$ cat src/rtl/scfe_pkg.sv
// ----------------------------------------------------------------------------
// scfe_pkg
// Shared types, codes and frame helpers of the serial command frame engine.
// ----------------------------------------------------------------------------
package scfe_pkg;

  localparam int unsigned FRAME_BYTES = 10;
  localparam int unsigned IDX_W       = $clog2(FRAME_BYTES);

  localparam int unsigned CODE_W  = 8;
  localparam int unsigned ARG_W   = 16;
  localparam int unsigned TICK_W  = 20;
  localparam int unsigned GAP_W   = 16;
  localparam int unsigned CFG_W   = 20;
  localparam int unsigned CFG_IDX_W = 2;

  // Input modes
  localparam logic [1:0] MODE_CMD  = 2'd0;
  localparam logic [1:0] MODE_RX   = 2'd1;
  localparam logic [1:0] MODE_TICK = 2'd2;
  localparam logic [1:0] MODE_WAIT = 2'd3;

  // Status codes
  localparam logic [1:0] ST_MATCH   = 2'd0;
  localparam logic [1:0] ST_TIMEOUT = 2'd1;
  localparam logic [1:0] ST_ABORT   = 2'd2;
  localparam logic [1:0] ST_REJECT  = 2'd3;

  // Result kinds
  localparam logic KIND_TX     = 1'b0;
  localparam logic KIND_STATUS = 1'b1;

  // Configuration register indexes
  localparam logic [CFG_IDX_W-1:0] CFG_ACK_CODE   = 2'd0;
  localparam logic [CFG_IDX_W-1:0] CFG_RESP_LIMIT = 2'd1;
  localparam logic [CFG_IDX_W-1:0] CFG_MIN_GAP    = 2'd2;

  // Frame constants
  localparam logic [7:0] FR_START = 8'h7E;
  localparam logic [7:0] FR_VER   = 8'hFF;
  localparam logic [7:0] FR_LEN   = 8'h06;
  localparam logic [7:0] FR_FB    = 8'h01;
  localparam logic [7:0] FR_END   = 8'hEF;

  localparam logic [IDX_W-1:0] IDX_CODE = IDX_W'(3);
  localparam logic [IDX_W-1:0] IDX_LAST = IDX_W'(FRAME_BYTES - 1);

  // Job handed from the front to the back
  typedef struct packed {
    logic              is_frame;
    logic [CODE_W-1:0] cmd;
    logic [ARG_W-1:0]  arg;
    logic [1:0]        status;
  } job_t;

  // Byte expected by the acknowledge matcher; zero matches anything
  function automatic logic [7:0] expected_byte(input logic [IDX_W-1:0] idx,
                                               input logic [7:0] code);
    logic [7:0] b;
    case (idx)
      IDX_W'(0): b = FR_START;
      IDX_W'(1): b = FR_VER;
      IDX_W'(2): b = FR_LEN;
      IDX_CODE:  b = code;
      IDX_LAST:  b = FR_END;
      default:   b = 8'h00;
    endcase
    return b;
  endfunction

  // One byte of an outgoing command frame
  function automatic logic [7:0] frame_byte(input logic [IDX_W-1:0] idx,
                                            input logic [CODE_W-1:0] cmd,
                                            input logic [ARG_W-1:0] arg);
    logic [15:0] sum;
    logic [15:0] chk;
    logic [7:0]  b;
    sum = 16'(FR_VER) + 16'(FR_LEN) + 16'(FR_FB) + 16'(cmd)
        + 16'(arg[15:8]) + 16'(arg[7:0]);
    chk = 16'(16'd0 - sum);
    case (idx)
      IDX_W'(0): b = FR_START;
      IDX_W'(1): b = FR_VER;
      IDX_W'(2): b = FR_LEN;
      IDX_CODE:  b = cmd;
      IDX_W'(4): b = FR_FB;
      IDX_W'(5): b = arg[15:8];
      IDX_W'(6): b = arg[7:0];
      IDX_W'(7): b = chk[15:8];
      IDX_W'(8): b = chk[7:0];
      IDX_LAST:  b = FR_END;
      default:   b = 8'h00;
    endcase
    return b;
  endfunction

endpackage

$ cat src/rtl/scfe_if.sv
// ----------------------------------------------------------------------------
// scfe_in_if / scfe_out_if
// Valid/ready channels carrying input items and result items.
// ----------------------------------------------------------------------------
interface scfe_in_if;
  logic        valid;
  logic        ready;
  logic [1:0]  mode;
  logic [7:0]  command_code;
  logic [15:0] argument;
  logic [7:0]  rx_byte;
  logic [7:0]  expected_code;
  logic [19:0] wait_ticks;
  logic        abort_enable;
  logic        abort_level;

  modport source (output valid, mode, command_code, argument, rx_byte,
                  expected_code, wait_ticks, abort_enable, abort_level,
                  input ready);
  modport sink (input valid, mode, command_code, argument, rx_byte,
                expected_code, wait_ticks, abort_enable, abort_level,
                output ready);
endinterface

interface scfe_out_if;
  logic       valid;
  logic       ready;
  logic       kind;
  logic [7:0] tx_byte;
  logic [1:0] status;
  logic       last;

  modport source (output valid, kind, tx_byte, status, last, input ready);
  modport sink (input valid, kind, tx_byte, status, last, output ready);
endinterface

$ cat src/rtl/scfe_front.sv
// ----------------------------------------------------------------------------
// scfe_front
// Classifies each input transaction, updates wait, matcher and gap state,
// and issues a job for every transaction that produces results.
// ----------------------------------------------------------------------------
module scfe_front (
  input  logic                                clk_i,
  input  logic                                rst_ni,
  input  logic                                accept_i,
  input  logic [1:0]                          mode_i,
  input  logic [scfe_pkg::CODE_W-1:0]         command_code_i,
  input  logic [scfe_pkg::ARG_W-1:0]          argument_i,
  input  logic [7:0]                          rx_byte_i,
  input  logic [scfe_pkg::CODE_W-1:0]         expected_code_i,
  input  logic [scfe_pkg::TICK_W-1:0]         wait_ticks_i,
  input  logic                                abort_enable_i,
  input  logic                                abort_level_i,
  input  logic                                cfg_we_i,
  input  logic [scfe_pkg::CFG_IDX_W-1:0]      cfg_index_i,
  input  logic [scfe_pkg::CFG_W-1:0]          cfg_data_i,
  output logic                                push_o,
  output scfe_pkg::job_t                      job_o
);

  logic [scfe_pkg::CODE_W-1:0] ack_code_q;
  logic [scfe_pkg::TICK_W-1:0] resp_limit_q;
  logic [scfe_pkg::GAP_W-1:0]  min_gap_q;

  logic                        waiting_q, waiting_d;
  logic [scfe_pkg::IDX_W-1:0]  match_idx_q, match_idx_d;
  logic [scfe_pkg::CODE_W-1:0] awaited_q, awaited_d;
  logic [scfe_pkg::TICK_W-1:0] timer_q, timer_d;
  logic [scfe_pkg::TICK_W-1:0] limit_q, limit_d;
  logic                        after_cmd_q, after_cmd_d;
  logic [scfe_pkg::GAP_W-1:0]  gap_q, gap_d;

  logic [7:0] want;
  logic       hit;

  assign want = scfe_pkg::expected_byte(match_idx_q, awaited_q);
  assign hit  = (want == 8'h00) || (rx_byte_i == want);

  always_ff @(posedge clk_i or negedge rst_ni) begin
    if (!rst_ni) begin
      ack_code_q   <= scfe_pkg::CODE_W'(65);
      resp_limit_q <= scfe_pkg::TICK_W'(500);
      min_gap_q    <= scfe_pkg::GAP_W'(100);
    end else if (cfg_we_i) begin
      case (cfg_index_i)
        scfe_pkg::CFG_ACK_CODE:   ack_code_q   <= cfg_data_i[scfe_pkg::CODE_W-1:0];
        scfe_pkg::CFG_RESP_LIMIT: resp_limit_q <= cfg_data_i[scfe_pkg::TICK_W-1:0];
        scfe_pkg::CFG_MIN_GAP:    min_gap_q    <= cfg_data_i[scfe_pkg::GAP_W-1:0];
        default: ;
      endcase
    end
  end

  always_comb begin
    waiting_d   = waiting_q;
    match_idx_d = match_idx_q;
    awaited_d   = awaited_q;
    timer_d     = timer_q;
    limit_d     = limit_q;
    after_cmd_d = after_cmd_q;
    gap_d       = gap_q;
    push_o      = 1'b0;
    job_o       = '0;
    job_o.cmd   = command_code_i;
    job_o.arg   = argument_i;

    if (accept_i) begin
      case (mode_i)
        scfe_pkg::MODE_CMD: begin
          push_o = 1'b1;
          if (waiting_q || (gap_q < min_gap_q)) begin
            job_o.status = scfe_pkg::ST_REJECT;
          end else begin
            job_o.is_frame = 1'b1;
            waiting_d      = 1'b1;
            match_idx_d    = '0;
            awaited_d      = ack_code_q;
            timer_d        = '0;
            limit_d        = resp_limit_q;
            after_cmd_d    = 1'b1;
          end
        end
        scfe_pkg::MODE_RX: begin
          if (waiting_q) begin
            if (!hit) begin
              match_idx_d = '0;
            end else if (match_idx_q == scfe_pkg::IDX_LAST) begin
              // full acknowledge seen: close the wait
              push_o       = 1'b1;
              job_o.status = scfe_pkg::ST_MATCH;
              if (after_cmd_q) gap_d = '0;
              waiting_d    = 1'b0;
              match_idx_d  = '0;
              timer_d      = '0;
              after_cmd_d  = 1'b0;
            end else begin
              match_idx_d = match_idx_q + scfe_pkg::IDX_W'(1);
            end
          end
        end
        scfe_pkg::MODE_TICK: begin
          if (gap_q != '1) gap_d = gap_q + scfe_pkg::GAP_W'(1);
          if (waiting_q) begin
            if ((!after_cmd_q && abort_enable_i && !abort_level_i) ||
                (timer_q >= limit_q)) begin
              push_o       = 1'b1;
              job_o.status = (!after_cmd_q && abort_enable_i && !abort_level_i)
                             ? scfe_pkg::ST_ABORT : scfe_pkg::ST_TIMEOUT;
              if (after_cmd_q) gap_d = '0;
              waiting_d    = 1'b0;
              match_idx_d  = '0;
              timer_d      = '0;
              after_cmd_d  = 1'b0;
            end else begin
              timer_d = timer_q + scfe_pkg::TICK_W'(1);
            end
          end
        end
        scfe_pkg::MODE_WAIT: begin
          if (waiting_q) begin
            push_o       = 1'b1;
            job_o.status = scfe_pkg::ST_REJECT;
          end else begin
            waiting_d   = 1'b1;
            match_idx_d = '0;
            awaited_d   = expected_code_i;
            timer_d     = '0;
            limit_d     = wait_ticks_i;
            after_cmd_d = 1'b0;
          end
        end
        default: ;
      endcase
    end
  end

  always_ff @(posedge clk_i or negedge rst_ni) begin
    if (!rst_ni) begin
      waiting_q   <= 1'b0;
      match_idx_q <= '0;
      awaited_q   <= '0;
      timer_q     <= '0;
      limit_q     <= '0;
      after_cmd_q <= 1'b0;
      gap_q       <= '1;
    end else begin
      waiting_q   <= waiting_d;
      match_idx_q <= match_idx_d;
      awaited_q   <= awaited_d;
      timer_q     <= timer_d;
      limit_q     <= limit_d;
      after_cmd_q <= after_cmd_d;
      gap_q       <= gap_d;
    end
  end

endmodule

$ cat src/rtl/scfe_queue.sv
// ----------------------------------------------------------------------------
// scfe_queue
// Two-entry job queue between the front and the back.
// ----------------------------------------------------------------------------
module scfe_queue (
  input  logic           clk_i,
  input  logic           rst_ni,
  input  logic           push_i,
  input  scfe_pkg::job_t job_i,
  output logic           full_o,
  output logic           head_valid_o,
  output scfe_pkg::job_t head_o,
  input  logic           pop_i
);

  scfe_pkg::job_t slot_q [2];
  logic       wr_ptr_q, rd_ptr_q;
  logic [1:0] count_q;

  assign full_o       = count_q[1];
  assign head_valid_o = (count_q != 2'd0);
  assign head_o       = slot_q[rd_ptr_q];

  always_ff @(posedge clk_i) begin
    if (push_i) slot_q[wr_ptr_q] <= job_i;
  end

  always_ff @(posedge clk_i or negedge rst_ni) begin
    if (!rst_ni) begin
      wr_ptr_q <= 1'b0;
      rd_ptr_q <= 1'b0;
      count_q  <= 2'd0;
    end else begin
      if (push_i) wr_ptr_q <= ~wr_ptr_q;
      if (pop_i)  rd_ptr_q <= ~rd_ptr_q;
      count_q <= count_q + 2'(push_i) - 2'(pop_i);
    end
  end

endmodule

$ cat src/rtl/scfe_back.sv
// ----------------------------------------------------------------------------
// scfe_back
// Turns queued jobs into result transactions: ten frame bytes for an accepted command,
// one status report otherwise. Results leave through an output register.
// ----------------------------------------------------------------------------
module scfe_back (
  input  logic           clk_i,
  input  logic           rst_ni,
  input  logic           head_valid_i,
  input  scfe_pkg::job_t head_i,
  output logic           pop_o,
  scfe_out_if.source     out_chan
);

  logic [scfe_pkg::IDX_W-1:0] byte_idx_q, byte_idx_d;
  logic       valid_q, valid_d;
  logic       kind_q, kind_d;
  logic [7:0] tx_q, tx_d;
  logic [1:0] status_q, status_d;
  logic       last_q, last_d;
  logic       load;

  assign load = !valid_q || out_chan.ready;

  always_comb begin
    byte_idx_d = byte_idx_q;
    valid_d    = valid_q;
    kind_d     = kind_q;
    tx_d       = tx_q;
    status_d   = status_q;
    last_d     = last_q;
    pop_o      = 1'b0;
    if (load) begin
      valid_d = head_valid_i;
      if (head_valid_i) begin
        if (head_i.is_frame) begin
          kind_d   = scfe_pkg::KIND_TX;
          tx_d     = scfe_pkg::frame_byte(byte_idx_q, head_i.cmd, head_i.arg);
          status_d = scfe_pkg::ST_MATCH;
          last_d   = (byte_idx_q == scfe_pkg::IDX_LAST);
          if (byte_idx_q == scfe_pkg::IDX_LAST) begin
            pop_o      = 1'b1;
            byte_idx_d = '0;
          end else begin
            byte_idx_d = byte_idx_q + scfe_pkg::IDX_W'(1);
          end
        end else begin
          kind_d   = scfe_pkg::KIND_STATUS;
          tx_d     = 8'h00;
          status_d = head_i.status;
          last_d   = 1'b1;
          pop_o    = 1'b1;
        end
      end
    end
  end

  always_ff @(posedge clk_i or negedge rst_ni) begin
    if (!rst_ni) begin
      byte_idx_q <= '0;
      valid_q    <= 1'b0;
    end else begin
      byte_idx_q <= byte_idx_d;
      valid_q    <= valid_d;
    end
  end

  always_ff @(posedge clk_i) begin
    kind_q   <= kind_d;
    tx_q     <= tx_d;
    status_q <= status_d;
    last_q   <= last_d;
  end

  assign out_chan.valid   = valid_q;
  assign out_chan.kind    = kind_q;
  assign out_chan.tx_byte = tx_q;
  assign out_chan.status  = status_q;
  assign out_chan.last    = last_q;

endmodule

$ cat src/rtl/serial_command_frame_engine.sv
// ----------------------------------------------------------------------------
// serial_command_frame_engine
// Builds command frames for a serial audio module, matches acknowledge
// frames, and tracks response timeouts and the gap between commands.
// ----------------------------------------------------------------------------
//   channel   dir  handshake      payload
//   in_chan   in   valid/ready    mode, command_code, argument, rx_byte,
//                                 expected_code, wait_ticks, abort_*
//   out_chan  out  valid/ready    kind, tx_byte, status, last
//   cfg       in   cfg_we_i       cfg_index_i, cfg_data_i (20 bits)
//
// Every input transaction is classified in the cycle it is accepted; a new one is taken each
// cycle while the two-entry job queue has room. An accepted command drains its ten frame
// bytes at one per cycle through the output register while the output is ready; a status
// report is a single result. Output stalls back up into the queue, and into the input once
// both queue entries are taken.
// Reset clears all control state; no clearing pass is needed.
// ----------------------------------------------------------------------------
module serial_command_frame_engine (
  input  logic                            clk_i,
  input  logic                            rst_ni,
  scfe_in_if.sink                         in_chan,
  scfe_out_if.source                      out_chan,
  input  logic                            cfg_we_i,
  input  logic [scfe_pkg::CFG_IDX_W-1:0]  cfg_index_i,
  input  logic [scfe_pkg::CFG_W-1:0]      cfg_data_i
);

  logic           accept;
  logic           push;
  logic           full;
  logic           head_valid;
  logic           pop;
  scfe_pkg::job_t job;
  scfe_pkg::job_t head;

  assign in_chan.ready = !full;
  assign accept        = in_chan.valid && !full;

  scfe_front u_front (
    .clk_i           (clk_i),
    .rst_ni          (rst_ni),
    .accept_i        (accept),
    .mode_i          (in_chan.mode),
    .command_code_i  (in_chan.command_code),
    .argument_i      (in_chan.argument),
    .rx_byte_i       (in_chan.rx_byte),
    .expected_code_i (in_chan.expected_code),
    .wait_ticks_i    (in_chan.wait_ticks),
    .abort_enable_i  (in_chan.abort_enable),
    .abort_level_i   (in_chan.abort_level),
    .cfg_we_i        (cfg_we_i),
    .cfg_index_i     (cfg_index_i),
    .cfg_data_i      (cfg_data_i),
    .push_o          (push),
    .job_o           (job)
  );

  scfe_queue u_queue (
    .clk_i        (clk_i),
    .rst_ni       (rst_ni),
    .push_i       (push),
    .job_i        (job),
    .full_o       (full),
    .head_valid_o (head_valid),
    .head_o       (head),
    .pop_i        (pop)
  );

  scfe_back u_back (
    .clk_i        (clk_i),
    .rst_ni       (rst_ni),
    .head_valid_i (head_valid),
    .head_i       (head),
    .pop_o        (pop),
    .out_chan     (out_chan)
  );

endmodule

$ cat src/flat_wrapper.sv
// flat-port wrapper written by rule: the top's interface ports become plain ports
module serial_command_frame_engine_flat 
  (clk_i, rst_ni, cfg_we_i, cfg_index_i, cfg_data_i, in_chan_valid, in_chan_mode, in_chan_command_code, in_chan_argument, in_chan_rx_byte, in_chan_expected_code, in_chan_wait_ticks, in_chan_abort_enable, in_chan_abort_level, in_chan_ready, out_chan_valid, out_chan_kind, out_chan_tx_byte, out_chan_status, out_chan_last, out_chan_ready);
  scfe_in_if in_chan_i ();
  scfe_out_if out_chan_i ();
  input  logic clk_i;
  input  logic rst_ni;
  input  logic cfg_we_i;
  input  logic [scfe_pkg::CFG_IDX_W-1:0] cfg_index_i;
  input  logic [scfe_pkg::CFG_W-1:0] cfg_data_i;
  input wire logic [$bits(in_chan_i.valid)-1:0] in_chan_valid;
  input wire logic [$bits(in_chan_i.mode)-1:0] in_chan_mode;
  input wire logic [$bits(in_chan_i.command_code)-1:0] in_chan_command_code;
  input wire logic [$bits(in_chan_i.argument)-1:0] in_chan_argument;
  input wire logic [$bits(in_chan_i.rx_byte)-1:0] in_chan_rx_byte;
  input wire logic [$bits(in_chan_i.expected_code)-1:0] in_chan_expected_code;
  input wire logic [$bits(in_chan_i.wait_ticks)-1:0] in_chan_wait_ticks;
  input wire logic [$bits(in_chan_i.abort_enable)-1:0] in_chan_abort_enable;
  input wire logic [$bits(in_chan_i.abort_level)-1:0] in_chan_abort_level;
  output wire logic [$bits(in_chan_i.ready)-1:0] in_chan_ready;
  output wire logic [$bits(out_chan_i.valid)-1:0] out_chan_valid;
  output wire logic [$bits(out_chan_i.kind)-1:0] out_chan_kind;
  output wire logic [$bits(out_chan_i.tx_byte)-1:0] out_chan_tx_byte;
  output wire logic [$bits(out_chan_i.status)-1:0] out_chan_status;
  output wire logic [$bits(out_chan_i.last)-1:0] out_chan_last;
  input wire logic [$bits(out_chan_i.ready)-1:0] out_chan_ready;
  assign in_chan_i.valid = in_chan_valid;
  assign in_chan_i.mode = in_chan_mode;
  assign in_chan_i.command_code = in_chan_command_code;
  assign in_chan_i.argument = in_chan_argument;
  assign in_chan_i.rx_byte = in_chan_rx_byte;
  assign in_chan_i.expected_code = in_chan_expected_code;
  assign in_chan_i.wait_ticks = in_chan_wait_ticks;
  assign in_chan_i.abort_enable = in_chan_abort_enable;
  assign in_chan_i.abort_level = in_chan_abort_level;
  assign in_chan_ready = in_chan_i.ready;
  assign out_chan_valid = out_chan_i.valid;
  assign out_chan_kind = out_chan_i.kind;
  assign out_chan_tx_byte = out_chan_i.tx_byte;
  assign out_chan_status = out_chan_i.status;
  assign out_chan_last = out_chan_i.last;
  assign out_chan_i.ready = out_chan_ready;
  serial_command_frame_engine u_core (.clk_i(clk_i), .rst_ni(rst_ni), .in_chan(in_chan_i), .out_chan(out_chan_i), .cfg_we_i(cfg_we_i), .cfg_index_i(cfg_index_i), .cfg_data_i(cfg_data_i));
endmodule
$ cat config.mk
export PLATFORM = sky130hd
export DESIGN_NAME = serial_command_frame_engine_flat
export DESIGN_NICKNAME = d
export VERILOG_FILES = /design/src/rtl/scfe_pkg.sv /design/src/rtl/scfe_if.sv /design/src/rtl/scfe_front.sv /design/src/rtl/scfe_queue.sv /design/src/rtl/scfe_back.sv /design/src/rtl/serial_command_frame_engine.sv /design/src/flat_wrapper.sv
export SDC_FILE = /design/constraint.sdc
export NUM_CORES = 1
export LEC_CHECK = 0
export ABC_AREA = 0
export CORE_MARGIN = 3
export CORE_UTILIZATION = 55
export DETAILED_ROUTE_END_ITERATION = 10
export DONT_BUFFER_PORTS = 1
export PLACE_DENSITY_LB_ADDON = 0.1
export SLEW_MARGIN = 40
export SYNTH_ARGS = -nofsm -noshare
export SYNTH_HDL_FRONTEND = slang
export SYNTH_SLANG_ARGS = --single-unit
$ cat constraint.sdc
create_clock -name clk_i -period 4.4 [get_ports clk_i]
set_input_delay 0.88 -clock clk_i [delete_from_list [all_inputs] [get_ports clk_i]]
set_output_delay 0.88 -clock clk_i [all_outputs]
set_load 0.005 [all_outputs]
# After elaboration in Yosys (flattened, before gate mapping)
# Memories as Yosys holds them, arrays and structs flattened.
# Cells that the tools add are included.
# classes
magnitude_cmp,2
n_reduce_logical,30
mux,73
bitwise_logic,2
n_eq_ne,28
add_sub_neg,10
# op_table
op,n
2-to-1 mux 20 bit,9
2-to-1 mux 16 bit,8
one-hot mux 20 bit (4 select lines),1
one-hot mux 8 bit (10 select lines),1
one-hot mux 20 bit (2 select lines),1
one-hot mux 8 bit (5 select lines),1
2-to-1 mux 4 bit,8
one-hot mux 16 bit (2 select lines),1
2-to-1 mux 1 bit,29
adder 20 x 1 -> 20 bit (second input constant),1
>= comparator 20 bit,1
adder 16 x 1 -> 16 bit (second input constant),1
equality test 4 x 2 -> 1 bit (second input constant),4
equality test 4 x 3 -> 1 bit (second input constant),4
less-than comparator 16 bit,1
2-to-1 mux 8 bit,2
!= test 16 bit (second input constant),1
!= test 2 bit (second input constant),8
one-hot mux 4 bit (4 select lines),1
one-hot mux 8 bit (2 select lines),1
subtractor 1 x 12 -> 13 bit (first input constant),1
adder 11 x 8 -> 12 bit,1
equality test 4 bit (second input constant),3
2-to-1 mux 2 bit,6
25 further kinds,50
# totals
ramBits,54
out_inout_bits,14
input_bits,91
elab_cells,165
ff_bits,135
n_memories,1
# mem_list
name,words,width,read_ports,rd_clocked_by_memory_dff,wr,line,source
u_core.u_queue.slot_q,2,27,1,0,1,scfe_queue.sv:16,scfe_pkg::job_t slot_q [2];

# Depth between registers and ports, before layout
# Gate-level depths: netlist (run 1).
# depth
word_depth,10
ltp_mapped,17
mapped_depth_nobuf,14

# Cells and area by module
# Synthesis (run 1) repeated with hierarchy kept, for this count alone.
# hier_totals
cells_unflattened,1012
area_unflattened_um2,10960.5
# modules_own_cells
mod,area_per_inst_um2,cells_each,n_inst
scfe_front,6884.1,712,1
scfe_queue,2240.9,98,1
scfe_back,1825.5,200,1
serial_command_frame_engine,10.0,2,1

# Worst setup path after synthesis (run 1)
# OpenSTA, ideal clock, no wires.
# synth_path
path_type,reg2reg
from,register u_core.u_queue.rd_ptr_q
to,register u_core.u_back.tx_q[1] (netlist: u_core.u_back.out_chan.tx_byte[1]) (data pin)
required_ns,4.127
path_slack_ns,0.124
path_buffers,3
setup_time_ns,0.273
stages_incl_launch_ff,16
arrival_time_ns,4.004
cell_sequence,dfrtp_1 clkbuf_1 buf_1 buf_2 mux2i_1 fa_1 ha_1 ha_1 fa_1 a21o_1 a21o_1 a21o_1 a21oi_1 o21ai_0 xnor2_1 o22ai_1
# synth_via
elab_chain_cells,6
# synth_rtl
item,line,source
from (decl),scfe_queue.sv:17,"logic wr_ptr_q, rd_ptr_q;"
from (signal assigned),scfe_queue.sv:35,if (pop_i) rd_ptr_q <= ~rd_ptr_q;
memory (2 x 27 bit) *,-,
adder 9 x 8 -> 10 bit,scfe_pkg.sv:78,sum = 16'(FR_VER) + 16'(FR_LEN) + 16'(FR_FB) + 16'(cmd)
adder 10 x 8 -> 11 bit,scfe_pkg.sv:79,+ 16'(arg[15:8]) + 16'(arg[7:0]);
adder 11 x 8 -> 12 bit,scfe_pkg.sv:79,
subtractor 1 x 12 -> 13 bit,scfe_pkg.sv:80,chk = 16'(16'd0 - sum);
one-hot mux 8 bit (10 select lines),scfe_pkg.sv:81,case (idx)
to (signal assigned),scfe_back.sv:70,tx_q <= tx_d;
to (decl),scfe_back.sv:18,"logic [7:0] tx_q, tx_d;"
# Every way passes the cells marked *; elsewhere a longest branch is shown, timed or not.
# A chain may end at the register's enable or synchronous reset.

# Worst setup path in the final report (run 1)
# Same ends and word-level chain as after synthesis.

==> results.cfg, run 1 <==
[timing]
slew_viol_final = 0
fmax_mhz = 246.2
fin_crit_ns = 4.062
rsz0062_at_grt = false
relSlewSlack_pct = 47.71
skew_ns = 0.01505
finalSetupViolations = 0
finalSetupTns_ns = 0
finalCritPeriodShare_pct = 92.32
finalHoldViolations = 0
worst_pin_slew_ns = 0.7814
hold_ws_ns = 0.1358

[global_routing]
grt-ovfl-total = 0
grt_max_degree = 124
antenna_found_initial = 1
grt_pass1_vias = 7105
grt_pass1_wl_mm = 36.60
track_usage_pct = 22.35

[clock_network]
clock_sinks = 189
cts_tree = done
cts-root-buf = clkbuf_16
cts_resized = 0
path_clk_slew_ns = 0.07
clk_latency_ns = 0.44
cts.path.max_buffers = 2
cts_buffers = 17
post_cts_buffers = 0
htreeDepth = 4
hold_buffers = 0

[setup_path]
rrSetupSlack_ns = 0.34
arrival_ns = 4.22
endpoint_kind = register
cp-start-kind = register
r2r_end = u_core.u_back.out_chan.tx_byte[1]
required_ns = 4.56
crit-reg2reg-launch = u_core.u_queue.rd_ptr_q
path_class = reg2reg
path_max_fanout = 13
startpoint = u_core.u_queue.rd_ptr_q
r2r_cells = 12

[pwr]
p_per_area_mw_per_mm2 = 575.6
ir_worst_vdd_v = 0.0002943
leakage_uw = 0.004681

[route]
antenna_left = 0
drt_iter0_drc = 601
drt_pass1_iterations = 6
via_count = 7139
wirelength_mm = 22.32
wl_per_cell_um = 18.51
drc_errors = 0
routed_via_density = 5.920

[logic_synthesis]
synthCells = 974
ys_top_cells_by_area = dfrtp_1 (23%), edfxtp_1 (19%), ha_1 (7.4%)
synth_edf_count = 66
synth_cell_types = 77
syn_nets = 1135
synth_top_area_cell = dfrtp_1
synth_top_area_share_pct = 22.96
ys_dominant_reg_cell = dfrtp_1
synth_seq_cells = 189
synthArstFlopShare_pct = 65.08
ys_seq_area_share_pct = 48.68
yosysWarnings = 0
syn_area_mm2 = 0.01046
syn_area_per_cell_um2 = 10.74

[cells_and_area]
multi_input_area_mm2 = 0.004926
seq_area_mm2 = 0.005094
num-nets-final = 1125
diodes = 0
fillers = 1503
final_area_mm2 = 0.01124
synthToLayoutAreaGrowth_pct = 7.474
drive_gt1_share_pct = 15.97

[placement]
place_area_mm2 = 0.01065
hpwl_mm = 16.10
io_buffers = 0
place.gp.congestion = 0.8581

[floorplanning]
die_h_um = 143.9
dieWidth_um = 143.9
core_mm2 = 0.01833
io_pins = 105
num_rows = 49
dieArea_mm2 = 0.02071
start_util_pct = 57.07

[hold_path]
hold_path.class = in2async

[flow_run]
cap_violations = 0

[status]
status = completed
==> logic make-up after synthesis <==
family	synth area share, %
compound gates	14.52
xor+xnor	1.088
fa+ha+maj	8.945
buf+inv	4.377
flops	48.68
mux	10.44
simple gates	11.95
==> through the flow <==
step                total power (µW)  util (%)  cells  setup slack [ns]
floorplan                       4409         -    974            0.1236
global placement                4894     58.08   1173            0.4847
detailed placement              4939     58.11   1173            0.4077
CTS                             6498     61.30   1205            0.3743
global route                    6962     61.34   1206           0.06282
finish                          6472     61.34   1206            0.3381
==> Yosys cell counts, types with 10 or more instances <==
cell	number
nand2b_1	18
clkbuf_1	25
dfrtp_1	96
mux2i_1	36
edfxtp_1	66
nor2_1	59
o21ai_0	83
ha_1	62
o31ai_1	12
a21oi_1	34
nand4_1	11
nor2b_1	12
dfstp_2	27
nor3_1	10
inv_1	69
nand2_1	85
nand3_1	25
a31oi_1	11
and3_1	14
mux2_2	65
==> worst max-delay path, stage by stage (launching register included) <==
cell and delay [ns]:
dfrtp_1 0.75, mux2i_1 0.43, fa_1 0.47, ha_1 0.31
ha_1 0.23, fa_1 0.41, a21o_1 0.19, a21o_1 0.19
a21o_1 0.18, a21oi_1 0.20, o21ai_0 0.17, xnor2_1 0.17
o22ai_1 0.08
==> cell usage in the layout (no fill, tap or decap), types with 34 or more instances in the layout <==
| master | netlist | final |
|---|---|---|
| mux2i_1 | 36 | 36 |
| ha_1 | 62 | 61 |
| dfrtp_1 | 96 | 96 |
| o21ai_0 | 83 | 83 |
| inv_1 | 69 | 69 |
| mux2_2 | 65 | 65 |
| nor2_1 | 59 | 57 |
| nand2_1 | 85 | 85 |
| edfxtp_1 | 66 | 66 |
| a21oi_1 | 34 | 34 |
==> layer usage <==
layer  GRT usage (%)  share of wire, %
met1           30.79                46
met4           5.203               1.1
met5               0             0.031
met2           36.38                48
met3           4.992               4.9
==> state kept, by name, indices dropped and copies added, names as in the netlist, 8 cells and up <==
register,flops
u_core.u_front.ack_code_q,8
u_core.u_queue.slot_q,54
u_core.u_front.limit_q,20
u_core.u_front.timer_q,20
u_core.u_front.resp_limit_q,20
u_core.u_front.gap_q,16
u_core.u_back.out_chan.tx_byte,8
u_core.u_front.min_gap_q,16
u_core.u_front.awaited_q,8
==> cell type report <==
class | count | share of cell area (%)
sequential | 189 | 45.30
multi-input combinational | 673 | 43.81
clock buffer | 19 | 4.039
tap | 229 | 2.548
inverter | 72 | 2.403
clock inverter | 13 | 1.168
timing repair buffer | 11 | 0.7344
==> power breakdown <==
part | switching [µW] | internal, µW | total (µW)
Sequential | 358 | 2250 | 2610
Clock | 705 | 829 | 1530
Combinational | 1270 | 1060 | 2330
Total | 2330 | 4140 | 6470
==> how the worst max path moves through the flow <==
| stage | depth (start not counted) | end |
|---|---|---|
| 2_1_floorplan | 15 | u_core.u_back.out_chan.tx_byte[1] |
| 4_1_cts | 12 | u_core.u_back.out_chan.tx_byte[1] |
| 3_5_place_dp | 12 | u_core.u_back.out_chan.tx_byte[1] |
| 6_report | 12 | u_core.u_back.out_chan.tx_byte[1] |
| 3_3_place_gp | 12 | u_core.u_back.out_chan.tx_byte[1] |
| 5_1_grt | 12 | u_core.u_back.out_chan.tx_byte[1] |
(Power assumes the default switching activity.)
==> inputs of run 2 (changes only) <==
--- a/config.mk
+++ b/config.mk
@@ -11,6 +11,7 @@
 export DETAILED_ROUTE_END_ITERATION = 10
 export DONT_BUFFER_PORTS = 1
 export PLACE_DENSITY_LB_ADDON = 0.1
+export RECOVER_POWER = 50
 export SLEW_MARGIN = 40
 export SYNTH_ARGS = -nofsm -noshare
 export SYNTH_HDL_FRONTEND = slang
==> constraint.sdc (replaced) <==
create_clock -name clk_i -period 4.4 [get_ports clk_i]
set_input_delay 0.66 -clock clk_i [delete_from_list [all_inputs] [get_ports clk_i]]
set_output_delay 0.66 -clock clk_i [all_outputs]
set_load 0.005 [all_outputs]
==> results.cfg, run 2 (synthesis results as in run 1) <==
[status]
status = finished with violations
violations = capacitance limit, slew limit

[timing]
fmax_mhz = 247.3
worst_pin_slew_ns = 2.432
finalSetupTns_ns = 0
skew_ns = 0.01400
rsz0062_at_grt = false
finalSetupViolations = 0
slew_viol_final = 97
relSlewSlack_pct = -62.13
fin_crit_ns = 4.044
finalCritPeriodShare_pct = 91.90
finalHoldViolations = 0

[placement]
place.gp.congestion = 0.8484
hpwl_mm = 16.23
io_buffers = 0
place_area_mm2 = 0.01066

[floorplanning]
dieArea_mm2 = 0.02071
dieWidth_um = 143.9
io_pins = 105
core_mm2 = 0.01833
die_h_um = 143.9
start_util_pct = 57.07
num_rows = 49

[cells_and_area]
largest_reg_flops = 54
top_register = u_core.u_queue.slot_q
final_area_mm2 = 0.01128
drive_gt1_share_pct = 15.93
synthToLayoutAreaGrowth_pct = 7.786
num-nets-final = 1127
final_cell_mix = dfrtp_1 (96), nand2_1 (85), o21ai_0 (83), inv_1 (69), edfxtp_1 (66)
final_common_cell = dfrtp_1

[setup_path]
required_ns = 4.56
arrival_ns = 4.20
cp-start-kind = register
endpoint_kind = register
path_class = reg2reg
path_max_fanout = 13

[pwr]
p_clk_share_pct = 24.4
ir_worst_vdd_v = 0.0003248
p_per_area_mw_per_mm2 = 580.6
pwr-share-comb_pct = 35.7
power.share.sequential_pct = 39.9
p_int_uw = 4209
p_sw_uw = 2338
swShare_pct = 35.71
leakage_uw = 0.004699

[clock_network]
cts.path.max_buffers = 2
cts-root-buf = clkbuf_16
cts_resized = 0
cts_buffers = 17
clock_sinks = 189
clk_latency_ns = 0.44
path_clk_slew_ns = 0.07
cts_tree = done
htreeDepth = 4

[route]
wirelength_mm = 22.51
drt_pass1_iterations = 5
via_count = 7208
routed_via_density = 5.962
drc_errors = 0
drt_iter0_drc = 437
wl_per_cell_um = 18.62
antenna_left = 0

[global_routing]
grt_max_degree = 97
grt_pass1_vias = 7168
track_usage_pct = 22.41
grt-ovfl-total = 0
antenna_found_initial = 2
grt_pass1_wl_mm = 36.63

[flow_run]
cap_violations = 1

[hold_path]
hold_path.class = in2async
run 2: layout make-up:
type | count | area [µm²]
fillers | 1507 | 7054
clock buffers | 19 | 464.2
well taps | 229 | 286.5
clock inverters | 13 | 150.1
multi-input cells | 673 | 4926
flip-flops and latches | 189 | 5094
repair buffers | 13 | 83.83
inverters | 72 | 270.3
diodes | 1 | 2.502
run 2: per-stage QoR:
step	hold slack (ns)	setup WS [ns]	util [%]	total power (µW)	cells
floorplan	0.3644	0.1236	-	4409	974
global placement	0.3686	0.4709	58.04	4896	1172
detailed placement	0.3698	0.3883	58.17	4951	1174
CTS	0.05047	0.3722	61.67	6591	1207
global route	0.04696	0.09937	61.52	7033	1209
finish	0.06319	0.3563	61.52	6548	1209
run 2: path summary, 6_finish.rpt:
kind	startpoint	to	slack (ns)	cells past startpoint
setup reg to reg	u_core.u_queue.rd_ptr_q	u_core.u_back.out_chan.tx_byte[1]	0.36	12
min in group clk_i	in_chan_argument[4]	u_core.u_queue.slot_q[0][6]	0.32	0
setup / recovery	u_core.u_queue.rd_ptr_q	u_core.u_back.out_chan.tx_byte[1]	0.36	12
hold reg to reg	u_core.u_front.limit_q[11]	u_core.u_front.limit_q[11]	0.48	2
hold / removal	rst_ni	u_core.u_front.resp_limit_q[8]	0.06	0
max in group asynchronous	rst_ni	u_core.u_front.resp_limit_q[3]	2.00	1
run 2: layer usage:
layer  up-vias  global-route usage, %  share of wire, %
li1       3517                      -                 -
met1      3530                  30.75                46
met2       134                  35.94                49
met3        25                  4.692               4.2
met4         2                  7.086               1.6
met5         -                      0             0.058
run 2: repair_timing:
item,4_1_cts,5_1_grt
hold buffers,1,0
hold endpoints to repair,96,0
buffers inserted,0,0
endpoints found under the setup margin,0,0
run 2: worst max-delay path, cell delays in order (launching register included):
cell	delay (ns)
dfrtp_1	0.75
mux2i_1	0.41
fa_1	0.48
ha_1	0.31
ha_1	0.23
fa_1	0.41
a21o_1	0.21
a21o_1	0.20
a21o_1	0.18
a21oi_1	0.20
o21ai_0	0.15
xnor2_1	0.15
o22ai_1	0.08
run 2: power by group through the flow:
stage | sequential [µW] | clock [µW] | combinational, µW
after global routing | 2670 | 1690 | 2670
after global placement | 2640 | 0 | 2260
after detailed placement | 2640 | 0 | 2310
after CTS | 2610 | 1620 | 2360
final | 2610 | 1600 | 2340
after floorplan | 2450 | 0 | 1960
